## src/hw/rtl/row_duplicate_filter_macros.svh

```systemverilog
// assertion macros used by the row duplicate filter sequencer (rdf_seq)
`ifndef ROW_DUPLICATE_FILTER_MACROS_SVH
`define ROW_DUPLICATE_FILTER_MACROS_SVH

`ifndef SYNTHESIS
// plain property check on the module clock, muted during reset
`define RDF_ASSERT(lbl, prop, msg) \
  lbl: assert property (@(posedge clk_i) disable iff (!rst_ni) (prop)) else $error(msg);
// implication check: when the condition holds the consequence must hold
`define RDF_ASSERT_IMPL(lbl, cond, cons, msg) \
  lbl: assert property (@(posedge clk_i) disable iff (!rst_ni) (cond) |-> (cons)) \
    else $error(msg);
`else
`define RDF_ASSERT(lbl, prop, msg)
`define RDF_ASSERT_IMPL(lbl, cond, cons, msg)
`endif

`endif

```

## src/hw/rtl/rdf_pkg.sv

```systemverilog
// shared types, constants and helpers of the row duplicate filter
`timescale 1ns / 1ps

package rdf_pkg;

  // row geometry
  localparam int unsigned RowSlots = 8;
  localparam int unsigned ElemW    = 8;
  localparam int unsigned RowW     = RowSlots * ElemW;

  // row store geometry and counters
  localparam int unsigned MaxRows      = 1024;
  localparam int unsigned AddrW        = $clog2(MaxRows);
  localparam int unsigned CountW       = AddrW + 1;
  localparam int unsigned NumW         = 10;
  localparam int unsigned RowNumberMax = 1023;

  // configuration port
  localparam int unsigned CfgIdxW  = 1;
  localparam int unsigned CfgDataW = 4;
  localparam int unsigned WinStartW = 3;
  localparam int unsigned WinLenW   = 4;

  // register indexes
  localparam logic [CfgIdxW-1:0] CfgWindowStart  = 1'b0;
  localparam logic [CfgIdxW-1:0] CfgWindowLength = 1'b1;

  // sequencer states
  typedef enum logic [1:0] {
    ST_IDLE,
    ST_SCAN,
    ST_FIN
  } seq_state_e;

  // input word
  typedef struct packed {
    logic [RowW-1:0] row_elements;
    logic            start_new_list;
  } row_in_t;

  // result word
  typedef struct packed {
    logic              is_duplicate;
    logic [NumW-1:0]   row_number;
    logic [CountW-1:0] unique_count;
    logic              store_full;
  } row_out_t;

  // row store access from the sequencer
  typedef struct packed {
    logic             we;
    logic [AddrW-1:0] waddr;
    logic [RowW-1:0]  wdata;
    logic             re;
    logic [AddrW-1:0] raddr;
  } mem_req_t;

  // one bit per slot inside the window, clipped at the last slot
  function automatic logic [RowSlots-1:0] window_byte_mask(
    input logic [WinStartW-1:0] win_start,
    input logic [WinLenW-1:0]   win_len
  );
    logic [RowSlots-1:0] m;
    logic [WinLenW:0]    stop;
    m    = '0;
    stop = {2'b00, win_start} + {1'b0, win_len};
    for (int s = 0; s < RowSlots; s++) begin
      m[s] = ((WinLenW+1)'(s) >= {2'b00, win_start}) && ((WinLenW+1)'(s) < stop);
    end
    return m;
  endfunction

endpackage

```

## src/hw/rtl/rdf_seq.sv

```systemverilog
// scan sequencer with the shared masked row comparator
`timescale 1ns / 1ps
`include "row_duplicate_filter_macros.svh"

module rdf_seq (
  input  logic                            clk_i,
  input  logic                            rst_ni,
  input  logic                            start,
  output logic                            busy,
  input  rdf_pkg::row_in_t                item_i,
  input  logic [rdf_pkg::RowSlots-1:0]    byte_mask_i,
  output rdf_pkg::mem_req_t               mem_req_o,
  input  logic [rdf_pkg::RowW-1:0]        rd_data_i,
  output logic                            done_o,
  output rdf_pkg::row_out_t               result_o
);
  import rdf_pkg::*;

  seq_state_e          state_q, state_d;
  logic [RowW-1:0]     row_q, row_d;
  logic [RowSlots-1:0] bmask_q, bmask_d;
  logic [CountW-1:0]   kept_q, kept_d;
  logic [NumW-1:0]     seen_q, seen_d;
  logic [CountW-1:0]   addr_q, addr_d;
  logic                rd_vld_q, rd_vld_d;
  logic                dup_q, dup_d;

  logic                issue;
  logic                match;
  logic [RowSlots-1:0] byte_eq;
  logic                store_full;
  logic                store_inc;

  // shared comparator: every windowed byte of the stored row must agree
  always_comb begin
    for (int b = 0; b < RowSlots; b++) begin
      byte_eq[b] = !bmask_q[b] || (rd_data_i[b*ElemW +: ElemW] == row_q[b*ElemW +: ElemW]);
    end
  end
  assign match = &byte_eq;

  // a read goes out while kept rows remain unvisited
  assign issue      = (state_q == ST_SCAN) && (addr_q < kept_q);
  assign store_full = !dup_q && (kept_q >= CountW'(MaxRows));
  assign store_inc  = !dup_q && !store_full;

  // next state
  always_comb begin
    state_d = state_q;
    unique case (state_q)
      ST_IDLE: begin
        if (start) begin
          state_d = ST_SCAN;
        end
      end
      ST_SCAN: begin
        if (rd_vld_q && match) begin
          state_d = ST_FIN;
        end else if (!issue && !rd_vld_q) begin
          state_d = ST_FIN;
        end
      end
      ST_FIN: begin
        state_d = ST_IDLE;
      end
      default: begin
        state_d = ST_IDLE;
      end
    endcase
  end

  // datapath updates
  always_comb begin
    row_d    = row_q;
    bmask_d  = bmask_q;
    kept_d   = kept_q;
    seen_d   = seen_q;
    addr_d   = addr_q;
    rd_vld_d = rd_vld_q;
    dup_d    = dup_q;
    case (state_q)
      ST_IDLE: begin
        if (start) begin
          row_d    = item_i.row_elements;
          bmask_d  = byte_mask_i;
          addr_d   = '0;
          rd_vld_d = 1'b0;
          dup_d    = 1'b0;
          if (item_i.start_new_list) begin
            kept_d = '0;
            seen_d = '0;
          end
        end
      end
      ST_SCAN: begin
        rd_vld_d = issue;
        if (issue) begin
          addr_d = addr_q + 1'b1;
        end
        if (rd_vld_q && match) begin
          dup_d = 1'b1;
        end
      end
      ST_FIN: begin
        if (store_inc) begin
          kept_d = kept_q + 1'b1;
        end
        if (seen_q < NumW'(RowNumberMax)) begin
          seen_d = seen_q + 1'b1;
        end
      end
      default: begin
      end
    endcase
  end

  // outputs
  always_comb begin
    busy                  = (state_q != ST_IDLE);
    done_o                = (state_q == ST_FIN);
    result_o.is_duplicate = dup_q;
    result_o.row_number   = seen_q;
    result_o.unique_count = store_inc ? kept_q + 1'b1 : kept_q;
    result_o.store_full   = store_full;
    mem_req_o.we          = (state_q == ST_FIN) && store_inc;
    mem_req_o.waddr       = kept_q[AddrW-1:0];
    mem_req_o.wdata       = row_q;
    mem_req_o.re          = issue;
    mem_req_o.raddr       = addr_q[AddrW-1:0];
  end

  // control state
  always_ff @(posedge clk_i or negedge rst_ni) begin
    if (!rst_ni) begin
      state_q  <= ST_IDLE;
      kept_q   <= '0;
      seen_q   <= '0;
      addr_q   <= '0;
      rd_vld_q <= 1'b0;
      dup_q    <= 1'b0;
    end else begin
      state_q  <= state_d;
      kept_q   <= kept_d;
      seen_q   <= seen_d;
      addr_q   <= addr_d;
      rd_vld_q <= rd_vld_d;
      dup_q    <= dup_d;
    end
  end

  // payload
  always_ff @(posedge clk_i) begin
    row_q   <= row_d;
    bmask_q <= bmask_d;
  end

  // checks
  `RDF_ASSERT(a_kept_bounded, kept_q <= CountW'(MaxRows), "kept count past store depth")
  `RDF_ASSERT(a_addr_bounded, addr_q <= kept_q, "scan address past kept rows")
  `RDF_ASSERT_IMPL(a_done_single, done_o, ##1 !done_o, "result strobe held two cycles")
  `RDF_ASSERT_IMPL(a_write_new_only, mem_req_o.we, !dup_q && (kept_q < CountW'(MaxRows)),
                   "store write for a duplicate or a full store")

endmodule

```

## config.mk

```make
export PLATFORM = sky130hd
export DESIGN_NAME = rdf_seq
export DESIGN_NICKNAME = d
export VERILOG_FILES = /design/src/hw/rtl/rdf_pkg.sv /design/src/hw/rtl/rdf_seq.sv
export VERILOG_INCLUDE_DIRS = /design/src /design/src/hw/rtl
export SDC_FILE = /design/constraint.sdc
export NUM_CORES = 1
export LEC_CHECK = 0
export BUFFER_PORTS_ARGS = -buffer_cell sky130_fd_sc_hd__buf_2
export CORE_UTILIZATION = 45
export DETAILED_ROUTE_END_ITERATION = 8
export PLACE_DENSITY = 0.77
export REMOVE_ABC_BUFFERS = 1
export SKIP_CTS_REPAIR_TIMING = 1
export SLEW_MARGIN = 20
export SYNTH_ARGS = -nofsm -noshare
export SYNTH_HDL_FRONTEND = slang
export SYNTH_SLANG_ARGS = --single-unit
```

## constraint.sdc

```tcl
create_clock -name clk_i -period 4.2 [get_ports clk_i]
set_input_delay 0.63 -clock clk_i [delete_from_list [all_inputs] [get_ports clk_i]]
set_output_delay 0.63 -clock clk_i [all_outputs]
set_load 0.1 [all_outputs]
```

Word level (Yosys, flattened, before mapping)
Cells that the tools add are included.

storage, ports and cells
  register bits after elaboration = 108
  bits in latches = 0
  bits in writable memories = 0
  memory bits (read-only) = 0
  bits of input ports = 140
  memories kept = 0

operators by class
  $add $sub $neg = 3
  multipliers = 0
  divide/modulo/power cells = 0
  order comparisons = 3
  eq/ne operators = 16
  shift operators = 0
  multiplexer cells = 19
  bitwise operators = 0
  reduce and logical (&&, ||, !) cells = 38

operators by type and width
  cell                                           number
  == test 8 bit                                  8
  two-way mux 11 bit                             5
  one-hot mux 11 bit (2 select lines)            2
  two-way mux 10 bit                             3
  adder 11 x 1 -> 11 bit, second input constant  2
  one-hot mux 10 bit (2 select lines)            1
  logical NOT 1 bit                              12
  >= comparator 11 bit, second input constant    1
  < comparator 11 bit                            1
  adder 10 x 1 -> 10 bit, second input constant  1
  < comparator 10 bit, second input constant     1
  AND reduction 3 bit                            3
  logical OR 1 bit                               8
  AND reduction 8 bit                            1
  logical AND 1 bit                              6
  two-way mux 2 bit                              3
  != test 2 bit, second input constant           3
  AND reduction 2 bit                            3
  nonzero test 2 bit                             3
  != test 2 x 1 -> 1 bit, second input constant  2
  one-hot mux 1 bit (2 select lines)             2
  one-hot mux 2 bit (2 select lines)             1
  AND reduction 4 bit                            1
  != test 3 x 1 -> 1 bit, second input constant  1
  4 further kinds                                5

Longest topological paths before layout
  depth in word-level cells = 7
  depth in mapped cells = 10
  mapped depth without buffers = 9

Worst setup path after synthesis
OpenSTA, ideal clock, no wires.

  path type = reg2out
  from = register kept_q[0]
  to = output result_o[11] (netlist bit)
  arrival = 3.791 ns
  required time = 3.570 ns
  setup slack = -0.221 ns
  stages on the path, launching flop included = 4
  path buffers = 0
  path through = dfrtp_1 > ha_1 > nand4_1 > o41ai_1

RTL lines
  item                    RTL line        RTL
  from (decl)             rdf_seq.sv:22   logic [CountW-1:0] kept_q, kept_d;
  from (signal assigned)  rdf_seq.sv:143  kept_q <= kept_d;
  to (decl)               rdf_seq.sv:15   output rdf_pkg::row_out_t result_o

==> results.tsv <==
metric	value	unit
slew_violations	0	
clockBufferDepth	2	
cpLargestDelayFamily	simple AND/OR/NAND/NOR gates	
cts_tree	yes	
io_pins	251	
grt_pass1_vias	4078	
max_stage_delay	490	ps
skew	7.68	ps
vias_per_cell	5.17	
p_clk_share	18.3	%
dp_cells	792	
final-hold-violation-count	0	
fmax	284	MHz
drc	0	
core_area	11100	sq um
power_density	643	nW/um^2
syn_avg_cell_area	12.0	sq um
power_report.internal_total	2.14	mW
swShare	50.5	%
fin_nets	816	
drt_iter0_drc	227	
multi_input_area	1870	sq um
yosys_warnings	0	
cp_num_buf_inv	1	
worstHoldPathType	in -> async	
cpMostUsedCell	nor3b_1	
die_y	110	um
rsz0062_at_grt	false	
worstPathArrival	2890	ps
worst_setup_path_start_kind	flip-flop	
drv_cap	0	
crit_chain	ha_1 -> nor3b_1 -> nor3b_1 -> and3_1 -> xnor2_1 -> buf_2	
initial_core_util	47.1	%
cts.sinks	108	
relSlewSlack	39.3	%
worstPathRequired	3570	ps
p_sw	2.18	mW
track_usage	22.5	%
ir_drop	0.363	mV
rows	38	
period_share	83.7	%
cts_root_buf	clkbuf_16	
synth_cells	433	
gp_routability_congestion	0.933	
area_growth	28.7	%
hpwlAfterDp	10400	um
grt_overflow	0	
avgRoutedWirePerCell	16.3	um
worst_pin_slew	909	ps
routed_wl	13200	um
grt_antenna_before_repair	0	
drive_above_1_share	40.3	%
p_leak	2.97	nW
clk_pin_slew	70	ps
status	finished clean	
seq_area	3060	sq um
synth_area	5210	sq um
grt_max_degree	42	
cts-htree-levels	3	
insertion_delay	350	ps
critPathMaxFanout	8	
num_vias	4172	
finalSetupViolCount	0	
die_w	110	um
crit_slowest_cell	nor3b_1	
ys_seq_area_share	58.7	%
dr.pass1.iters	4	
synth_cell_types	40	
final_cell_mix	buf_2, xnor2_1, edfxtp_1, o21ai_0, dfrtp_1	
port_buffers	250	
power_frac_comb	47.0	%
die_area	12000	sq um
fill_cells	916	
grt_pass1_wl	20100	um
end_kind	output pin	
synth_seq_cells	108	
antenna_cells	0	
p_seq_share	34.8	%
cts_buffers	9	
drtAntennaViolNets	0	
period_needed	3520	ps
final_cells	807	
critical_path_class	reg -> out	
power.total	4.31	mW
final_common_cell	buf_2	
[kinds of logic (layout without fill, tap and decap cells)]
logic type / Yosys count / after routing / synth area share, %
muxes: 3 / 3 / 0.576
AOI/OAI and AO/OA: 76 / 76 / 8.78
DFF: 108 / 108 / 58.7
buffers and inverters: 49 / 283 / 5.33
adders and majority gates: 13 / 13 / 3.12
and+or+nand+nor: 111 / 111 / 11.2
xor gates and xnor gates: 73 / 73 / 12.3
[power groups by stage]
stage	combinational, mW	sequential, mW	clock (mW)
floorplan	0.668	2.49	0
global placement	2.01	1.51	0
detailed placement	2.03	1.52	0
CTS	2.03	1.50	0.809
global route	2.12	1.52	0.845
finish	2.03	1.50	0.788
[per-layer routing]
| layer | part of all wire [%] | GRT usage [%] | wire length, um |
|---|---|---|---|
| met2 | 51 | 38.8 | 6770 |
| met5 | 0 | 0 | 0 |
| met4 | 2.6 | 10.2 | 340 |
| met1 | 40 | 26.8 | 5260 |
| met3 | 6.0 | 4.80 | 791 |
[stage by stage]
| step | hold WS, ps | cell area, sq um | util, % | setup TNS, ps | worst slack (ps) |
|---|---|---|---|---|---|
| after global placement | 498 | 6450 | 58.2 | 0 | 1140 |
| after floorplan | 334 | 5000 | - | -1670 | -949 |
| after detailed placement | 503 | 6450 | 58.2 | 0 | 1080 |
| after CTS | 396 | 6710 | 60.6 | 0 | 684 |
| final | 380 | 6710 | 60.6 | 0 | 683 |
| after global routing | 436 | 6710 | 60.6 | 0 | 459 |
[state kept, by name, indices dropped and copies added, names as in the netlist]
signal    flops
addr_q       11
bmask_q       8
dup_q         1
kept_q       11
rd_vld_q      1
row_q        64
seen_q       10
state_q       2
[worst paths after layout]
check | start | endpoint | slack (ps) | depth (start not counted)
worst max register to register | kept_q[8] | addr_q[8] | 1570 | 8
max in group asynchronous | rst_ni | seen_q[5] | 3300 | 1
worst min-delay path | rst_ni | addr_q[9] | 380 | 1
worst min register to register | seen_q[3] | seen_q[3] | 520 | 1
worst max-delay path | kept_q[0] | result_o[9] | 680 | 6
min in group clk_i | item_i[12] | row_q[11] | 450 | 1
[synthesized netlist by cell type (all sizes together)]
cell	instances	share of area (%)
o211ai	3	0.43
a31oi	1	0.12
o221ai	1	0.17
or4	4	0.58
buf	25	3.6
nor3	5	0.48
edfxtp	72	41
a21oi	11	1.1
inv	17	1.2
nor2b	1	0.12
a211o	1	0.17
o22ai	3	0.36
a41o	1	0.19
nor3b	2	0.29
nand2b	9	1.1
and3	7	0.84
o21ai	36	3.5
or2	3	0.36
o21a	1	0.14
nand3b	1	0.14
a21boi	1	0.14
o31ai	10	1.4
nand2	22	1.6
clkbuf	7	0.50
o41ai	1	0.17
and4	1	0.17
a21o	3	0.43
nand4	23	2.8
a22o	3	0.50
mux2i	3	0.58
xor2	1	0.17
dfrtp	36	17
or3b	1	0.17
nand3	13	1.2
ha	13	3.1
xnor2	72	12
nor2	19	1.4
[cell type report]
class,count,share of cell area [%]
Clock buffer,10,3.41
Clock inverter,5,0.559
Inverter,17,0.951
Multi-Input combinational cell,276,27.9
Sequential cell,108,45.6
Tap cell,140,2.61
Timing Repair Buffer,251,18.9
[worst register-to-register path, stage by stage (launching register included)]
cell and delay (ps):
dfrtp_1 440, inv_1 110, ha_1 310, a21o_1 180, a21oi_1 150, o221ai_1 120, a211o_1 510, or4_1 590
a21oi_1 150
Power figures use the tool's default switching activity.
